**src/hw/rtl/mlr_pkg.sv**
```systemverilog
// Shared types and character codes for the marked line receiver.
package mlr_pkg;

  localparam logic [7:0] CH_CR   = 8'h0D;
  localparam logic [7:0] CH_HASH = 8'h23;
  localparam logic [7:0] CH_LF   = 8'h0A;

  // controller -> datapath
  typedef struct packed {
    logic wr_char;     // append in byte to store
    logic clr_count;   // '#' seen
    logic start_drain; // rewind read pointer
    logic emit_char;   // load next stored byte into output register
    logic emit_empty;  // load empty-line marker into output register
  } mlr_cmd_t;

  // datapath -> controller
  typedef struct packed {
    logic is_cr;
    logic is_hash;
    logic is_lf;
    logic count_zero;
    logic count_full;
    logic rd_last;     // read pointer at last held byte
    logic slot_free;   // output register free or being taken
  } mlr_sts_t;

endpackage

```
**src/hw/rtl/mlr_ctrl.sv**
```systemverilog
// Sequencing state machine for the marked line receiver.
module mlr_ctrl (
  input  logic             clk,
  input  logic             rst_n,
  input  logic             in_tvalid,
  output logic             in_tready,
  input  mlr_pkg::mlr_sts_t sts,
  output mlr_pkg::mlr_cmd_t cmd
);
  import mlr_pkg::*;

  typedef enum logic [1:0] {
    S_IDLE,
    S_EMPTY,
    S_DRAIN
  } state_t;

  state_t state_r;
  state_t state_nxt;
  logic   acc;

  assign in_tready = (state_r == S_IDLE);
  assign acc       = in_tvalid && in_tready;

  always_comb begin
    state_nxt = state_r;
    cmd       = '0;
    case (state_r)
      S_IDLE: begin
        if (acc) begin
          if (sts.is_cr) begin
            // ignored
          end else if (sts.is_hash) begin
            cmd.clr_count = 1'b1;
          end else if (sts.is_lf) begin
            if (sts.count_zero) begin
              state_nxt = S_EMPTY;
            end else begin
              cmd.start_drain = 1'b1;
              state_nxt       = S_DRAIN;
            end
          end else if (!sts.count_full) begin
            cmd.wr_char = 1'b1;
          end
        end
      end
      S_EMPTY: begin
        if (sts.slot_free) begin
          cmd.emit_empty = 1'b1;
          state_nxt      = S_IDLE;
        end
      end
      S_DRAIN: begin
        if (sts.slot_free) begin
          cmd.emit_char = 1'b1;
          if (sts.rd_last) begin
            state_nxt = S_IDLE;
          end
        end
      end
      default: begin
        state_nxt = S_IDLE;
      end
    endcase
  end

  always_ff @(posedge clk) begin
    if (!rst_n) begin
      state_r <= S_IDLE;
    end else begin
      state_r <= state_nxt;
    end
  end

endmodule

```
**src/hw/rtl/mlr_dp.sv**
```systemverilog
// Line store, fill count, read pointer and output register.
module mlr_dp #(
  parameter int BUFFER_SIZE = 64
) (
  input  logic             clk,
  input  logic             rst_n,
  input  logic [7:0]       in_tdata,
  input  mlr_pkg::mlr_cmd_t cmd,
  output mlr_pkg::mlr_sts_t sts,
  output logic [7:0]       out_tdata,
  output logic             out_tlast,
  output logic             out_tuser,
  output logic             out_tvalid,
  input  logic             out_tready
);
  import mlr_pkg::*;

  localparam int STORE_DEPTH = BUFFER_SIZE - 1;
  localparam int CW          = $clog2(BUFFER_SIZE);
  localparam int AW          = (STORE_DEPTH > 1) ? $clog2(STORE_DEPTH) : 1;

  logic [7:0]    mem [STORE_DEPTH];
  logic [CW-1:0] count_r;
  logic [AW-1:0] ptr_r;
  logic [7:0]    data_r;
  logic          last_r;
  logic          empty_r;
  logic          valid_r;

  assign sts.is_cr      = (in_tdata == CH_CR);
  assign sts.is_hash    = (in_tdata == CH_HASH);
  assign sts.is_lf      = (in_tdata == CH_LF);
  assign sts.count_zero = (count_r == '0);
  assign sts.count_full = (count_r == CW'(STORE_DEPTH));
  assign sts.rd_last    = (CW'(ptr_r) == count_r - CW'(1));
  assign sts.slot_free  = !valid_r || out_tready;

  assign out_tdata  = data_r;
  assign out_tlast  = last_r;
  assign out_tuser  = empty_r;
  assign out_tvalid = valid_r;

  // store write and registered read
  always_ff @(posedge clk) begin
    if (cmd.wr_char) begin
      mem[count_r[AW-1:0]] <= in_tdata;
    end
    if (cmd.emit_char) begin
      data_r  <= mem[ptr_r];
      last_r  <= (CW'(ptr_r) == count_r - CW'(1));
      empty_r <= 1'b0;
    end else if (cmd.emit_empty) begin
      data_r  <= '0;
      last_r  <= 1'b1;
      empty_r <= 1'b1;
    end
  end

  always_ff @(posedge clk) begin
    if (!rst_n) begin
      count_r <= '0;
      ptr_r   <= '0;
      valid_r <= 1'b0;
    end else begin
      if (cmd.clr_count) begin
        count_r <= '0;
      end else if (cmd.wr_char) begin
        count_r <= count_r + CW'(1);
      end
      if (cmd.start_drain) begin
        ptr_r <= '0;
      end else if (cmd.emit_char) begin
        ptr_r <= ptr_r + AW'(1);
      end
      if (cmd.emit_char || cmd.emit_empty) begin
        valid_r <= 1'b1;
      end else if (out_tready) begin
        valid_r <= 1'b0;
      end
    end
  end

endmodule

```
**src/hw/rtl/marked_line_receiver_top.sv**
```systemverilog
// Marked line receiver: top level joining controller and datapath.
//
// Usage: received bytes enter on the in_ stream one word at a time. A carriage
// return is dropped, '#' discards the held line, any other non-line-feed byte
// is appended while fewer than BUFFER_SIZE-1 bytes are held (dropped when full).
// A line feed replays the held bytes on the out_ stream in order, tlast on the
// final one; with nothing held it sends one word with tdata zero and tuser set
// (tlast also set). The held line survives a line feed, so a second line feed
// repeats it.
// After the line feed is accepted the controller enters its drain state and loads
// the first word into the output register from there; words then follow one per
// cycle while out_tready is high, set by the single store read port, and in_tready
// stays low meanwhile. Ordinary bytes are taken one per cycle while in_tready is high.
// Reset (rst_n low, synchronous) empties the line and the output register;
// store contents need no clearing.
// A stalled receiver (out_tready low) holds the output word steady and the
// drain pauses; new input is refused until the whole line has been issued.
module marked_line_receiver_top #(
  parameter int BUFFER_SIZE = 64
) (
  input  logic       clk,
  input  logic       rst_n,
  input  logic       in_tvalid,
  output logic       in_tready,
  input  logic [7:0] in_tdata,   // [7:0] rx_byte
  output logic       out_tvalid,
  input  logic       out_tready,
  output logic [7:0] out_tdata,  // [7:0] line_char
  output logic       out_tlast,  // last_char
  output logic       out_tuser   // [0] empty_line
);
  import mlr_pkg::*;

  mlr_cmd_t cmd;
  mlr_sts_t sts;

  mlr_ctrl u_ctrl (
    .clk       (clk),
    .rst_n     (rst_n),
    .in_tvalid (in_tvalid),
    .in_tready (in_tready),
    .sts       (sts),
    .cmd       (cmd)
  );

  mlr_dp #(
    .BUFFER_SIZE (BUFFER_SIZE)
  ) u_dp (
    .clk        (clk),
    .rst_n      (rst_n),
    .in_tdata   (in_tdata),
    .cmd        (cmd),
    .sts        (sts),
    .out_tdata  (out_tdata),
    .out_tlast  (out_tlast),
    .out_tuser  (out_tuser),
    .out_tvalid (out_tvalid),
    .out_tready (out_tready)
  );

endmodule

```
**config.mk**
```make
export PLATFORM = sky130hd
export DESIGN_NAME = marked_line_receiver_top
export DESIGN_NICKNAME = d
export VERILOG_FILES = /design/src/hw/rtl/mlr_pkg.sv /design/src/hw/rtl/mlr_ctrl.sv /design/src/hw/rtl/mlr_dp.sv /design/src/hw/rtl/marked_line_receiver_top.sv
export SDC_FILE = /design/constraint.sdc
export NUM_CORES = 1
export LEC_CHECK = 0
export ABC_AREA = 1
export BUFFER_PORTS_ARGS = -buffer_cell sky130_fd_sc_hd__buf_4
export CORE_ASPECT_RATIO = 1.4
export CORE_MARGIN = 1.5
export CORE_UTILIZATION = 50
export DETAILED_ROUTE_END_ITERATION = 8
export GPL_ROUTABILITY_DRIVEN = 0
export PLACE_DENSITY = 0.65
export REMOVE_ABC_BUFFERS = 1
export SYNTH_ARGS = -nofsm -noshare
export SYNTH_HDL_FRONTEND = slang
export SYNTH_SLANG_ARGS = --single-unit
export TNS_END_PERCENT = 5
```
**constraint.sdc**
```tcl
create_clock -name clk -period 3.2 [get_ports clk]
set_input_delay 0.16 -clock clk [delete_from_list [all_inputs] [get_ports clk]]
set_output_delay 0.16 -clock clk [all_outputs]
set_load 0.005 [all_outputs]
```
Word-level counts from Yosys, hierarchy flattened
Memories as Yosys holds them, arrays and structs flattened. A register that Yosys moved wholly into a read port is not among the register bits.
Cells that the tools add are included.
{ "totals": {"in_bits": 12, "regBits": 25, "output_inout_bits": 12, "ramBits": 504, "word_cells": 69, "mem_count": 1} }
{ "mem_list": {"columns": ["memory", "words", "word_bits", "rd", "rd_ports_with_merged_regs", "wr", "line_no", "text"], "rows": [
  ["u_dp.mem", 63, 8, 1, 1, 1, "mlr_dp.sv:22", "logic [7:0] mem [STORE_DEPTH];"]
]} }
{ "op_classes": {"addsub": 3, "n_bitwise": 1, "mux": 32, "eq_ne": 14, "reduce_logical": 11} }
{ "op_table": {"columns": ["operator", "count"], "rows": [
  ["equality test 8 x 4 -> 1 bit, second input constant", 2],
  ["2-to-1 mux 1 bit", 16],
  ["2-to-1 mux 2 bit", 8],
  ["2-to-1 mux 8 bit", 2],
  ["!= test 2 bit, second input constant", 7],
  ["adder 6 x 1 -> 6 bit, second input constant", 2],
  ["2-to-1 mux 6 bit", 2],
  ["2-to-1 mux 3 bit", 3],
  ["equality test 8 x 6 -> 1 bit, second input constant", 1],
  ["AND reduction 7 bit", 1],
  ["equality test 6 bit", 1],
  ["equality test 6 bit, second input constant", 1],
  ["zero test 6 bit", 1],
  ["one-hot mux 2 bit (3 select lines)", 1],
  ["subtractor 6 x 1 -> 6 bit, second input constant", 1],
  ["nonzero test 2 bit", 2],
  ["OR reduction 2 bit", 2],
  ["equality test 2 x 1 -> 1 bit, second input constant", 1],
  ["equality test 2 bit, second input constant", 1],
  ["zero test 2 bit", 1],
  ["logical OR 1 bit", 2],
  ["logical AND 1 bit", 1],
  ["zero test 1 bit", 1],
  ["inverter 1 bit", 1]
]} }

Depth between registers and ports, before layout
Gate-level depths: netlist of run 1.
{ "logic_depth": {"depth_word": 9, "mapped_depth": 14} }

Hierarchy
From an unflattened synthesis of run 1, not the netlist that was laid out.
{ "hier_totals": {"cells_unflattened": 1949, "area_unflattened_um2": 22069.9} }
{ "modules_own_cells": {"columns": ["module", "cells_each", "seq_area_each_um2", "area_each_um2", "n_inst"], "rows": [
  ["mlr_dp", 1921, 15805.2, 21908.5, 1],
  ["mlr_ctrl", 28, 40.0, 161.4, 1]
]} }

Worst setup path before layout of run 1
OpenSTA, ideal clock, no wires.
{ "synth_path": {"path_type": "flip-flop to flip-flop", "from": "register u_dp.count_r[1]", "to": "memory u_dp.mem[43][0], enable pin", "arrival_time_ns": 1.792, "stages_incl_launch_ff": 11, "path_slack_ns": 1.038, "synth_period_minus_slack_ns": 2.162, "n_path_buf": 0, "cell_sequence": "dfxtp_1 ha_1 nand3_1 nor3_1 nor2_1 nand2_2 nor2_8 inv_6 nor2_8 nand3_4 nor2_1"} }
{ "synth_between": {"elab_chain_len": 9} }
{ "synth_lines": {"columns": ["element", "line_no", "text"], "rows": [
  ["from (decl)", "mlr_dp.sv:23", "logic [CW-1:0] count_r;"],
  ["from (signal assigned)", "mlr_dp.sv:68", "count_r <= count_r + CW'(1);"],
  ["equality test 6 bit", "mlr_dp.sv:34", "assign sts.count_full = (count_r == CW'(STORE_DEPTH));"],
  ["2-to-1 mux 1 bit", "mlr_ctrl.sv:42", "end else if (!sts.count_full) begin"],
  ["2-to-1 mux 1 bit", "mlr_ctrl.sv:35", "end else if (sts.is_lf) begin"],
  ["2-to-1 mux 1 bit", "mlr_ctrl.sv:33", "end else if (sts.is_hash) begin"],
  ["2-to-1 mux 3 bit", "mlr_ctrl.sv:31", "if (sts.is_cr) begin"],
  ["2-to-1 mux 3 bit", "mlr_ctrl.sv:30", "if (acc) begin"],
  ["2-to-1 mux 3 bit", "mlr_ctrl.sv:28", "case (state_r)"],
  ["2-to-1 mux 1 bit", "mlr_dp.sv:45", "if (cmd.wr_char) begin"],
  ["2-to-1 mux 1 bit (not written as such)", "mlr_dp.sv:46", "mem[count_r[AW-1:0]] <= in_tdata;"],
  ["to (decl)", "mlr_dp.sv:22", null]
]} }
Several ways; a longest one is shown, not always the timed one.

Worst setup path in the final report of run 1
{ "layout_path": {"from": "register u_dp.count_r[1]", "to": "memory u_dp.mem[28][6], enable pin"} }
Same word-level chain as after synthesis.

==> results.txt, run 1 <==
Post-route clock period utilization -> 85.9%
Hold endpoint -> u_ctrl.state_r[1]$_SDFFE_PN0P_
Most frequent cell on the critical path -> nor2_1
Die height -> 252 um
WL/cell -> 21.7 um
Worst-Margin Slew -> 1140 ps
Final Hold Vio Count -> 0
Final HPWL DP -> 33.3 mm
TritonCTS Sinks -> 535
Slowest stage delay, CP -> 630 ps
R2r endpoint -> u_dp.mem[28][6]$_DFFE_PP_
Seq/Total Area, Yosys -> 71.4%
Max VDD drop -> 0.448 mV
Crit path time final -> 2750 ps
P per Cell Area -> 566 nW/um2
CP endpoint kind -> flip-flop
CTS tree -> built
Largest family of logic cells by synthesized area -> simple AND/OR/NAND/NOR gates
DR vias -> 14600
Register share of total power -> 55.8%
Post-Syn Area -> 22200 um2
NumNets Final -> 1995
Clk Latency, worst-skew pair -> 580 ps
Die area -> 45700 um2
Gate Count Post-Synth -> 1956
DRT Wirelength -> 55.7 mm
Port-buffer cells -> 23
Root Buffer -> clkbuf_16
Worst Hold Depth -> 5
Logic pwr share -> 3.5%
Synth Area per Inst -> 11.3 um2
Leak pwr -> 0.00881 uW
Number of synthesized flops with an enable pin -> 513
Most common flop cell mapped by yosys -> edfxtp_1
CP required -> 3400 ps
RSZ-0062 raised after global routing -> false
Switching Share -> 20.6%
Maximum clock frequency -> 0.364 GHz
Post-CTS Repair Setup Buffers -> 0
DRT iter0 DRCs -> 1638
Sw power -> 2860 uW
# DRC -> 0
Synth Area in Compound Gates -> 1.03%
Setup crit start kind -> flip-flop
Post-synthesis xor/xnor area fraction -> 0.158%
Clk buf depth -> 3
Adder-Cell Fraction of Synth Area -> 0.169%
Vias in the first global route -> 14100
Starting density of the core -> 50.5%
Tot GR Track Use -> 24.6%
Row count -> 91
Max-cap viol count -> 0
Final core utilization -> 55.8%
Share of cells above drive strength 1 -> 8.39%
First-pass GRT wire length -> 84.3 mm
Post-synthesis mux area share -> 0%
Worst r2r path cells -> 9
Worst-path clk slew -> 70 ps
Post-Route Skew -> 20.0 ps
Post-synthesis simple-gate area fraction -> 23.7%
CP arrival -> 2940 ps
Internal Power -> 11000 uW
Crit Path Class -> reg2reg
First-pass DRT Iterations -> 5
Max_slew headroom -> 24.3%
Synth unique cells -> 32
Hold Path Origin -> in_tdata[3]
# setup viols final -> 0
Mean number of vias per cell -> 5.67
Total core area -> 43900 um2
Syn-to-layout area delta -> 10.6%
CTS Buf Count -> 48
Grt total ovfl -> 0
CP max-delay cell -> nor2_1
Die Wd -> 181 um
Antenna viol nets, final -> 0
Post-CTS sizing -> 0
Antenna Cells -> 0
Async SR Flop Fraction -> 0%
Ports -> 24
Status -> finished clean
Critical Path, Cell by Cell -> ha_1, nand3_1, nor3_1, nor2_1, nand2_2, nor2_8, nand4_1, buf_4, nor2_1
Fillers -> 3691
Clock share of power -> 40.7%
Setup TNS -> 0 ps
Worst hold-check path type -> in2reg
Crit-path max FO -> 10
Slew Limit Fails -> 0
Largest net degree at the start of global routing -> 249
Yosys warnings -> 0
Reg2reg setup slack -> 450 ps
FF+latch count, synth -> 535
Initial antenna violation count -> 0
Worst r2r src -> u_dp.count_r[1]$_SDFFE_PP0P_
H-tree Lvls -> 2
[power groups by stage]
| stage | Clock, uW | Combinational, uW | Sequential, uW |
|---|---|---|---|
| after detailed placement | 0 | 484 | 7900 |
| after floorplan | 0 | 200 | 7900 |
| after CTS | 5710 | 491 | 7750 |
| final | 5650 | 490 | 7750 |
| after global routing | 5930 | 531 | 7750 |
| after global placement | 0 | 478 | 7900 |
[Yosys cell counts, types with 3 or more instances]
cell | instances | share of area [%]
nor2_1 | 89 | 1.5
inv_1 | 35 | 0.59
o211ai_1 | 3 | 0.10
nand3_1 | 439 | 9.9
nor3_1 | 4 | 0.090
a21oi_1 | 22 | 0.50
clkbuf_1 | 24 | 0.41
nand4_1 | 5 | 0.14
xor2_1 | 4 | 0.16
buf_2 | 47 | 1.1
nand2_1 | 670 | 11
dfxtp_1 | 22 | 2.0
o21ai_0 | 9 | 0.20
ha_1 | 3 | 0.17
edfxtp_1 | 513 | 69
buf_1 | 9 | 0.15
inv_2 | 3 | 0.051
a21o_1 | 3 | 0.10
buf_4 | 32 | 1.1
[how the worst max path moves through the flow]
stage               cells past startpoint  slack [ps]                         endpoint                          from
finish                                  9         450        u_dp.mem[28][6]$_DFFE_PP_  u_dp.count_r[1]$_SDFFE_PP0P_
global route                            9         320        u_dp.mem[28][4]$_DFFE_PP_  u_dp.count_r[1]$_SDFFE_PP0P_
detailed placement                      9         490        u_dp.mem[28][6]$_DFFE_PP_  u_dp.count_r[1]$_SDFFE_PP0P_
global placement                        9         520        u_dp.mem[28][6]$_DFFE_PP_  u_dp.count_r[1]$_SDFFE_PP0P_
CTS                                     9         390        u_dp.mem[28][6]$_DFFE_PP_  u_dp.count_r[1]$_SDFFE_PP0P_
floorplan                               9       -5930  u_dp.out_tdata[6]$_SDFFCE_PN0P_                     flip-flop
[cell families after synthesis]
logic type | Yosys count
xor+xnor | 4
simple gates | 1221
flops | 535
fa+ha+maj | 3
compound gates | 39
buf+inv | 154
[through the flow]
stage	hold WS, ps	worst slack (ps)	instance area, um2	power (uW)	std cells
floorplan	259	-5930	21600	8100	1842
global placement	452	515	23000	8380	2482
detailed placement	459	485	23000	8390	2482
CTS	117	394	24500	14000	2573
global route	160	317	24500	14200	2573
finish	130	452	24500	13900	2573
[cell type report]
| type | instances | area [um2] | share of cell area, % |
|---|---|---|---|
| repair buffers | 88 | 751 | 3.06 |
| multi-input cells | 1267 | 5560 | 22.7 |
| clock inverters | 24 | 216 | 0.882 |
| inverters | 40 | 163 | 0.663 |
| well taps | 558 | 698 | 2.84 |
| clock buffers | 61 | 1300 | 5.30 |
| flip-flops and latches | 535 | 15900 | 64.6 |
[worst max-delay path, delay by kind of cell, from the launching register on]
kind / cells / cell delay, ps
adders and majority gates: 1 / 250
buffers and inverters: 1 / 260
DFF: 1 / 390
and+or+nand+nor: 7 / 1460
[state kept, by name, summed over array words and instances (netlist names), named ones only]
| signal | cells |
|---|---|
| u_ctrl.state_r | 2 |
| u_dp.count_r | 6 |
| u_dp.mem | 504 |
| u_dp.out_tdata | 8 |
| u_dp.out_tlast | 1 |
| u_dp.out_tuser | 1 |
| u_dp.out_tvalid | 1 |
| u_dp.ptr_r | 6 |
[per-layer routing]
layer	global-route usage, %	wire length (um)	up-vias	share of wire [%]
met3	2.65	3410	136	6.1
met4	11.2	2560	0	4.6
li1	-	-	6848	-
met5	0	0	-	0
met1	31.4	22000	7041	39
met2	42.5	27700	556	50
[placed cells by master (no fill, tap or decap), types with 2 or more instances in the layout]
master,n
xor2_1,4
nand2_2,2
nand2_4,2
a21o_1,3
dfxtp_1,19
clkbuf_1,9
clkinv_2,5
clkinv_1,12
buf_12,6
bufinv_16,4
nor3_2,2
inv_6,5
nand4_1,5
dlygate4sd3_1,6
nor2_1,89
o211ai_1,3
a21oi_1,22
buf_4,76
nand2_1,670
edfxtp_1,513
nor2_2,2
dfxtp_4,2
o21ai_0,9
ha_1,3
clkbuf_8,3
inv_2,3
nand3_1,439
nor3_1,4
inv_1,34
nand3_4,2
clkbuf_16,49
nor2_8,2
[timing repair]
action,4_1_cts,5_1_grt
hold endpoints to repair,35,0
endpoints found under the setup margin,0,0
hold buffers,6,0
(Power assumes the default switching activity.)
==> inputs of run 2 (changes only) <==
--- a/config.mk
+++ b/config.mk
@@ -5,14 +5,15 @@
 export SDC_FILE = /design/constraint.sdc
 export NUM_CORES = 1
 export LEC_CHECK = 0
-export ABC_AREA = 1
 export BUFFER_PORTS_ARGS = -buffer_cell sky130_fd_sc_hd__buf_4
+export CELL_PAD_IN_SITES_DETAIL_PLACEMENT = 1
+export CELL_PAD_IN_SITES_GLOBAL_PLACEMENT = 1
 export CORE_ASPECT_RATIO = 1.4
 export CORE_MARGIN = 1.5
 export CORE_UTILIZATION = 50
 export DETAILED_ROUTE_END_ITERATION = 8
 export GPL_ROUTABILITY_DRIVEN = 0
-export PLACE_DENSITY = 0.65
+export PLACE_DENSITY_LB_ADDON = 0.1
 export REMOVE_ABC_BUFFERS = 1
 export SYNTH_ARGS = -nofsm -noshare
 export SYNTH_HDL_FRONTEND = slang
==> results.txt, run 2 <==
Status -> finished clean
RSZ-0062 raised after global routing -> false
Die height -> 247 um (-2.1%)
CP endpoint kind -> flip-flop
Max_slew headroom -> 27.2% (+3.0 points)
# DRC -> 0 (unchanged)
Cell with the most instances after synthesis -> edfxtp_1
Share of the synthesized area in the top cell type -> 72.5% (+3.0 points)
Max-cap viol count -> 0 (unchanged)
Tot GR Track Use -> 27.0% (+2.4 points)
WL/cell -> 30.5 um (+41%)
Most frequent cells after synthesis -> edfxtp_1, nor2_1, mux4_2, mux2i_1, nand2_1
CTS tree -> built
Largest cells by area after synthesis -> edfxtp_1, mux4_2, mux2i_1, dfxtp_1, nor2_1
Largest net degree at the start of global routing -> 64 (-74%)
Crit-path max FO -> 18 (+8)
Post-route clock period utilization -> 87.8% (+1.9 points)
Async SR Flop Fraction -> 0% (unchanged)
Number of synthesized flops with an enable pin -> 513 (unchanged)
Die area -> 43800 um2 (-4.1%)
First-pass DRT Iterations -> 5 (unchanged)
Worst hold-check path type -> in2reg
Grt total ovfl -> 0 (unchanged)
Crit path time final -> 2810 ps (+62.3 ps)
Biggest area consumer among synthesized cells -> edfxtp_1
# setup viols final -> 0 (unchanged)
Clk buf depth -> 3 (unchanged)
First-pass GRT wire length -> 83.5 mm (-0.93%)
CTS Buf Count -> 50 (+4.2%)
Root Buffer -> clkbuf_16
Most common cell after layout, fill and taps aside -> edfxtp_1
DRT iter0 DRCs -> 872 (-47%)
Gate Count Post-Synth -> 1136 (-42%)
NumNets Final -> 1287 (-35%)
Commonest cells after routing, fill and taps aside -> edfxtp_1, buf_4, nor2_1, mux4_2, mux2i_1
H-tree Lvls -> 2 (unchanged)
Vias in the first global route -> 12200 (-14%)
Antenna Cells -> 0 (unchanged)
Synth Area per Inst -> 18.7 um2 (+65%)
P per Cell Area -> 570 nW/um2 (+0.74%)
DR vias -> 11300 (-23%)
Clk Latency, worst-skew pair -> 580 ps (about the same)
CP arrival -> 3130 ps (+190 ps)
Seq/Total Area, Yosys -> 74.6% (+3.1 points)
Worst-Margin Slew -> 1090 ps (-46.0 ps)
DRT Wirelength -> 56.5 mm (+1.4%)
Dpl ws -> 336 ps (-149 ps)
Leak pwr -> 0.00761 uW (-14%)
Post-Syn Area -> 21300 um2 (-4.2%)
Setup crit start kind -> flip-flop
TritonCTS Sinks -> 535 (unchanged)
Die Wd -> 177 um (-2.1%)
FF+latch count, synth -> 535 (unchanged)
Synth unique cells -> 57 (+78%)
Final HPWL DP -> 37.1 mm (+11%)
Final Hold Vio Count -> 0 (unchanged)
Post-Route Skew -> 19.9 ps (-0.105 ps)
Most common flop cell mapped by yosys -> edfxtp_1
Maximum clock frequency -> 0.356 GHz (-2.2%)
Share of cells above drive strength 1 -> 24.3% (+16 points)
Crit Path Class -> reg2reg
Max reg flops -> 504 (unchanged)
Syn-to-layout area delta -> 14.5%
Mean number of vias per cell -> 6.08 (+7.3%)
Slew Limit Fails -> 0 (unchanged)
Starting density of the core -> 50.5% (about the same)
Yosys warnings -> 0 (unchanged)
Worst-path clk slew -> 60 ps (about the same)
Max VDD drop -> 0.621 mV (+39%)
Initial antenna violation count -> 2 (+2)
Total core area -> 42100 um2 (-4.2%)
Post-CTS Repair Setup Buffers -> 0 (unchanged)
Setup TNS -> 0 ps (unchanged)
Placed Instances -> 1764 (-29%)
Ports -> 24 (unchanged)
Post-CTS sizing -> 0 (unchanged)
Final core utilization -> 57.8% (+2.0 points)
Post-Layout Cell Count -> 1855 (-28%)
Final setup margin -> 390 ps (-62.3 ps)
CP required -> 3520 ps (+120 ps)
Row count -> 89 (-2.2%)
Antenna viol nets, final -> 0 (unchanged)
Hold Path Origin -> in_tdata[1]
Port-buffer cells -> 23 (unchanged)
-- run 2: cell types whose count changed after synthesis, moves of 13 or more --
cell      delta
nand2_1    -635
a22oi_1     +19
buf_2       -33
buf_4       -19
mux4_2      +90
mux2i_1     +62
nand3_1    -423
o21ai_0     +13
inv_1       -29
nand2b_1    +14
-- run 2: logic make-up (layout without fill, tap and decap cells) --
family          count (synthesis)  after routing  synth area share, %
xor+xnor                       14             14                0.577
mux                           167            167                 13.8
buf+inv                        69            242                 1.92
compound gates                122            122                 3.89
fa+ha+maj                       3              3                0.177
simple gates                  226            226                 5.07
flops                         535            535                 74.6
-- run 2: cell type report --
class | instances | area [um2]
Inverter | 7 | 26.3
Clock buffer | 63 | 1360
Multi-Input combinational cell | 532 | 5000
Fill cell | 3739 | 17800
Clock inverter | 26 | 244
Tap cell | 546 | 683
Sequential cell | 535 | 15900
Timing Repair Buffer | 146 | 1160
-- run 2: path summary, 6_finish.rpt --
kind / to / slack, ps / depth (start not counted)
hold / removal: u_dp.mem[60][1]$_DFFE_PP_ / 30 / 1
setup reg to reg: u_dp.out_tdata[2]$_SDFFCE_PN0P_ / 390 / 5
hold reg to reg: u_dp.out_tuser$_SDFFE_PP0P_ / 520 / 2
setup / recovery: u_dp.out_tdata[2]$_SDFFCE_PN0P_ / 390 / 5
-- run 2: routing by layer --
layer / share of wire [%] / vias up / track usage [%]
met5: 0 / - / 0
met1: 38 / 5991 / 33.5
met4: 2.8 / 0 / 8.13
met2: 54 / 338 / 48.9
li1: - / 4866 / -
met3: 4.7 / 89 / 3.61
-- run 2: power by group --
part | switching [uW] | leakage (uW) | total [uW] | internal (uW)
Combinational | 186 | 0.00200 | 245 | 58.6
Sequential | 9.34 | 0.00482 | 7690 | 7680
Clock | 2550 | 0.000788 | 5950 | 3400
Total | 2750 | 0.00761 | 13900 | 11100
-- run 2: repair_timing --
action / in CTS / in global routing
endpoints found under the hold margin: 21 / 0
hold buffers: 2 / 0
endpoints found under the setup margin: 0 / 0
-- run 2: critical path, stage by stage, from the launching register on --
cell     delay, ps
dfxtp_1       1030
nor2b_1        480
a22oi_1        170
nand4_1        250
a31oi_1        240
or3_1          350
-- run 2: through the flow --
step | instance area, um2 | hold WS (ps) | power (uW)
after floorplan | 20900 | 259 | 7900
after global placement | 22700 | 471 | 8070
after detailed placement | 22700 | 471 | 8080
after CTS | 24300 | 20.6 | 14000
after global routing | 24300 | 28.9 | 14200
final | 24300 | 30.8 | 13900
==> inputs of run 3 (changes only) <==
--- a/config.mk
+++ b/config.mk
@@ -14,7 +14,6 @@
 export DETAILED_ROUTE_END_ITERATION = 8
 export GPL_ROUTABILITY_DRIVEN = 0
 export PLACE_DENSITY_LB_ADDON = 0.1
-export REMOVE_ABC_BUFFERS = 1
 export SYNTH_ARGS = -nofsm -noshare
 export SYNTH_HDL_FRONTEND = slang
 export SYNTH_SLANG_ARGS = --single-unit
==> results.txt, run 3 (synthesis gave the netlist of run 2 again) <==
Antenna Cells -> 0 (unchanged)
Worst-Margin Slew -> 1030 ps (-63.9 ps)
DRT iter0 DRCs -> 1035 (+19%)
# DRC -> 0 (unchanged)
Mean number of vias per cell -> 6.15 (+1.1%)
Most common cell after layout, fill and taps aside -> edfxtp_1
Crit-path max FO -> 33 (+15)
Tot GR Track Use -> 25.8% (-1.2 points)
CTS tree -> built
Area post-placement -> 22400 um2 (-1.6%)
Worst Hold Depth -> 3 (+2)
First-pass GRT wire length -> 80.1 mm (-4.1%)
Starting density of the core -> 50.5% (unchanged)
Worst-path clk slew -> 60 ps (about the same)
Slew Limit Fails -> 0 (unchanged)
Syn-to-layout area delta -> 13.4%
Setup crit start kind -> flip-flop
CP max-delay cell -> dfxtp_4
TritonCTS Sinks -> 535 (unchanged)
Crit path time final -> 2860 ps (+50.8 ps)
NumNets Final -> 1240 (-3.7%)
Final setup margin -> 339 ps (-50.8 ps)
Status -> finished clean
RSZ-0062 raised after global routing -> false
Reg2reg setup slack -> 340 ps (-50 ps)
# setup viols final -> 0 (unchanged)
Share of cells above drive strength 1 -> 21.9% (-2.4 points)
Worst hold-check path type -> in2reg
Ports -> 24 (unchanged)
Post-route clock period utilization -> 89.4% (+1.6 points)
Die Wd -> 177 um (unchanged)
Dpl ws -> 334 ps (-2.50 ps)
Initial antenna violation count -> 1 (-1)
Design area -> 24100 um2 (-0.98%)
Row count -> 89 (unchanged)
Syn nets -> 1151
Maximum clock frequency -> 0.350 GHz (-1.8%)
Commonest cells after routing, fill and taps aside -> edfxtp_1, nor2_1, mux4_2, buf_4, mux2i_1
CP arrival -> 3170 ps (+40 ps)
First-pass DRT Iterations -> 5 (unchanged)
Root Buffer -> clkbuf_16
Total core area -> 42100 um2 (unchanged)
Max VDD drop -> 0.457 mV (-26%)
Post-CTS sizing -> 0 (unchanged)
Fillers -> 3706 (-0.88%)
CP endpoint kind -> flip-flop
Leak pwr -> 0.00738 uW (-2.9%)
Final core utilization -> 57.3% (-0.57 points)
P per Cell Area -> 583 nW/um2 (+2.3%)
Clk buf depth -> 3 (unchanged)
CTS Buf Count -> 50 (unchanged)
Slowest stage delay, CP -> 780 ps (-250 ps)
Largest net degree at the start of global routing -> 64 (unchanged)
Max reg flops -> 504 (unchanged)
Max-cap viol count -> 0 (unchanged)
Die height -> 247 um (unchanged)
DRT Wirelength -> 54.5 mm (-3.5%)
Post-Route Skew -> 18.4 ps (-1.56 ps)
Grt total ovfl -> 0 (unchanged)
Worst path bufs/invs -> 0 (unchanged)
Antenna viol nets, final -> 0 (unchanged)
Final HPWL DP -> 35.3 mm (-4.7%)
Critical Path, Cell by Cell -> mux4_1, mux2_2, o221ai_1, a31oi_1, or3_1
Setup TNS -> 0 ps (unchanged)
DR vias -> 11200 (-1.2%)
H-tree Lvls -> 2 (unchanged)
CP required -> 3510 ps (about the same)
Final Hold Vio Count -> 0 (unchanged)
Port-buffer cells -> 23 (unchanged)
Delay-heaviest family, CP -> multiplexers
Crit path depth -> 5 (unchanged)
Crit Path Class -> reg2reg
Vias in the first global route -> 11800 (-3.5%)
WL/cell -> 30.1 um (-1.3%)
Clk Latency, worst-skew pair -> 570 ps (about the same)
Worst r2r path cells -> 5 (unchanged)
Die area -> 43800 um2 (unchanged)
Max_slew headroom -> 31.0% (+3.8 points)
## run 3: cell types whose count changed in the layout (fill, tap and decap cells not counted), sizes merged
| cell | change |
|---|---|
| clkinvlp | +4 |
| inv | +1 |
| clkbuf | +3 |
| dlygate4sd3 | +2 |
| bufinv | -1 |
| clkinv | -2 |
| buf | -49 |
## run 3: area by class of cell
type | instances | area, um2 | area share [%]
Sequential cell | 535 | 15900 | 65.8
Multi-Input combinational cell | 532 | 5000 | 20.7
Clock buffer | 66 | 1460 | 6.05
Timing Repair Buffer | 99 | 828 | 3.44
Tap cell | 546 | 683 | 2.83
Clock inverter | 28 | 245 | 1.02
Inverter | 7 | 26.3 | 0.109
## run 3: metal layers
layer | vias to the layer above | GRT usage [%] | share of wire [%]
met2 | 275 | 45.5 | 53
met5 | - | 0 | 0
li1 | 4778 | - | -
met3 | 65 | 3.00 | 3.7
met1 | 6033 | 33.6 | 41
met4 | 0 | 7.41 | 2.4
## run 3: worst register-to-register path: stages (launching register included)
cell and delay (ps):
dfxtp_4 780, mux4_1 660, mux2_2 280, o221ai_1 300
a31oi_1 220, or3_1 370
## run 3: final timing paths
path,startpoint,to
worst min-delay path,out_tready,u_dp.out_tvalid$_SDFFE_PN0P_
worst max-delay path,flip-flop,u_dp.out_tdata[3]$_SDFFCE_PN0P_
worst max register to register,flip-flop,u_dp.out_tdata[3]$_SDFFCE_PN0P_
worst min register to register,u_dp.out_tuser$_SDFFE_PP0P_,u_dp.out_tuser$_SDFFE_PP0P_
## run 3: per-stage QoR
stage	power, uW	hold slack [ps]	std cells
after floorplan	7900	259	1136
after global placement	8070	453	1715
after detailed placement	8080	462	1715
after CTS	14200	108	1813
after global routing	14400	166	1813
final	14100	131	1813
## run 3: repair_timing
item | 4_1_cts | 5_1_grt
setup buffers | 0 | 0
endpoints found under the hold margin | 28 | 0
hold buffers | 4 | 0
## run 3: power breakdown
group / leakage (uW) / switching [uW] / internal (uW)
Combinational: 0.00174 / 189 / 58.1
Sequential: 0.00482 / 8.42 / 7680
Clock: 0.000825 / 2590 / 3540
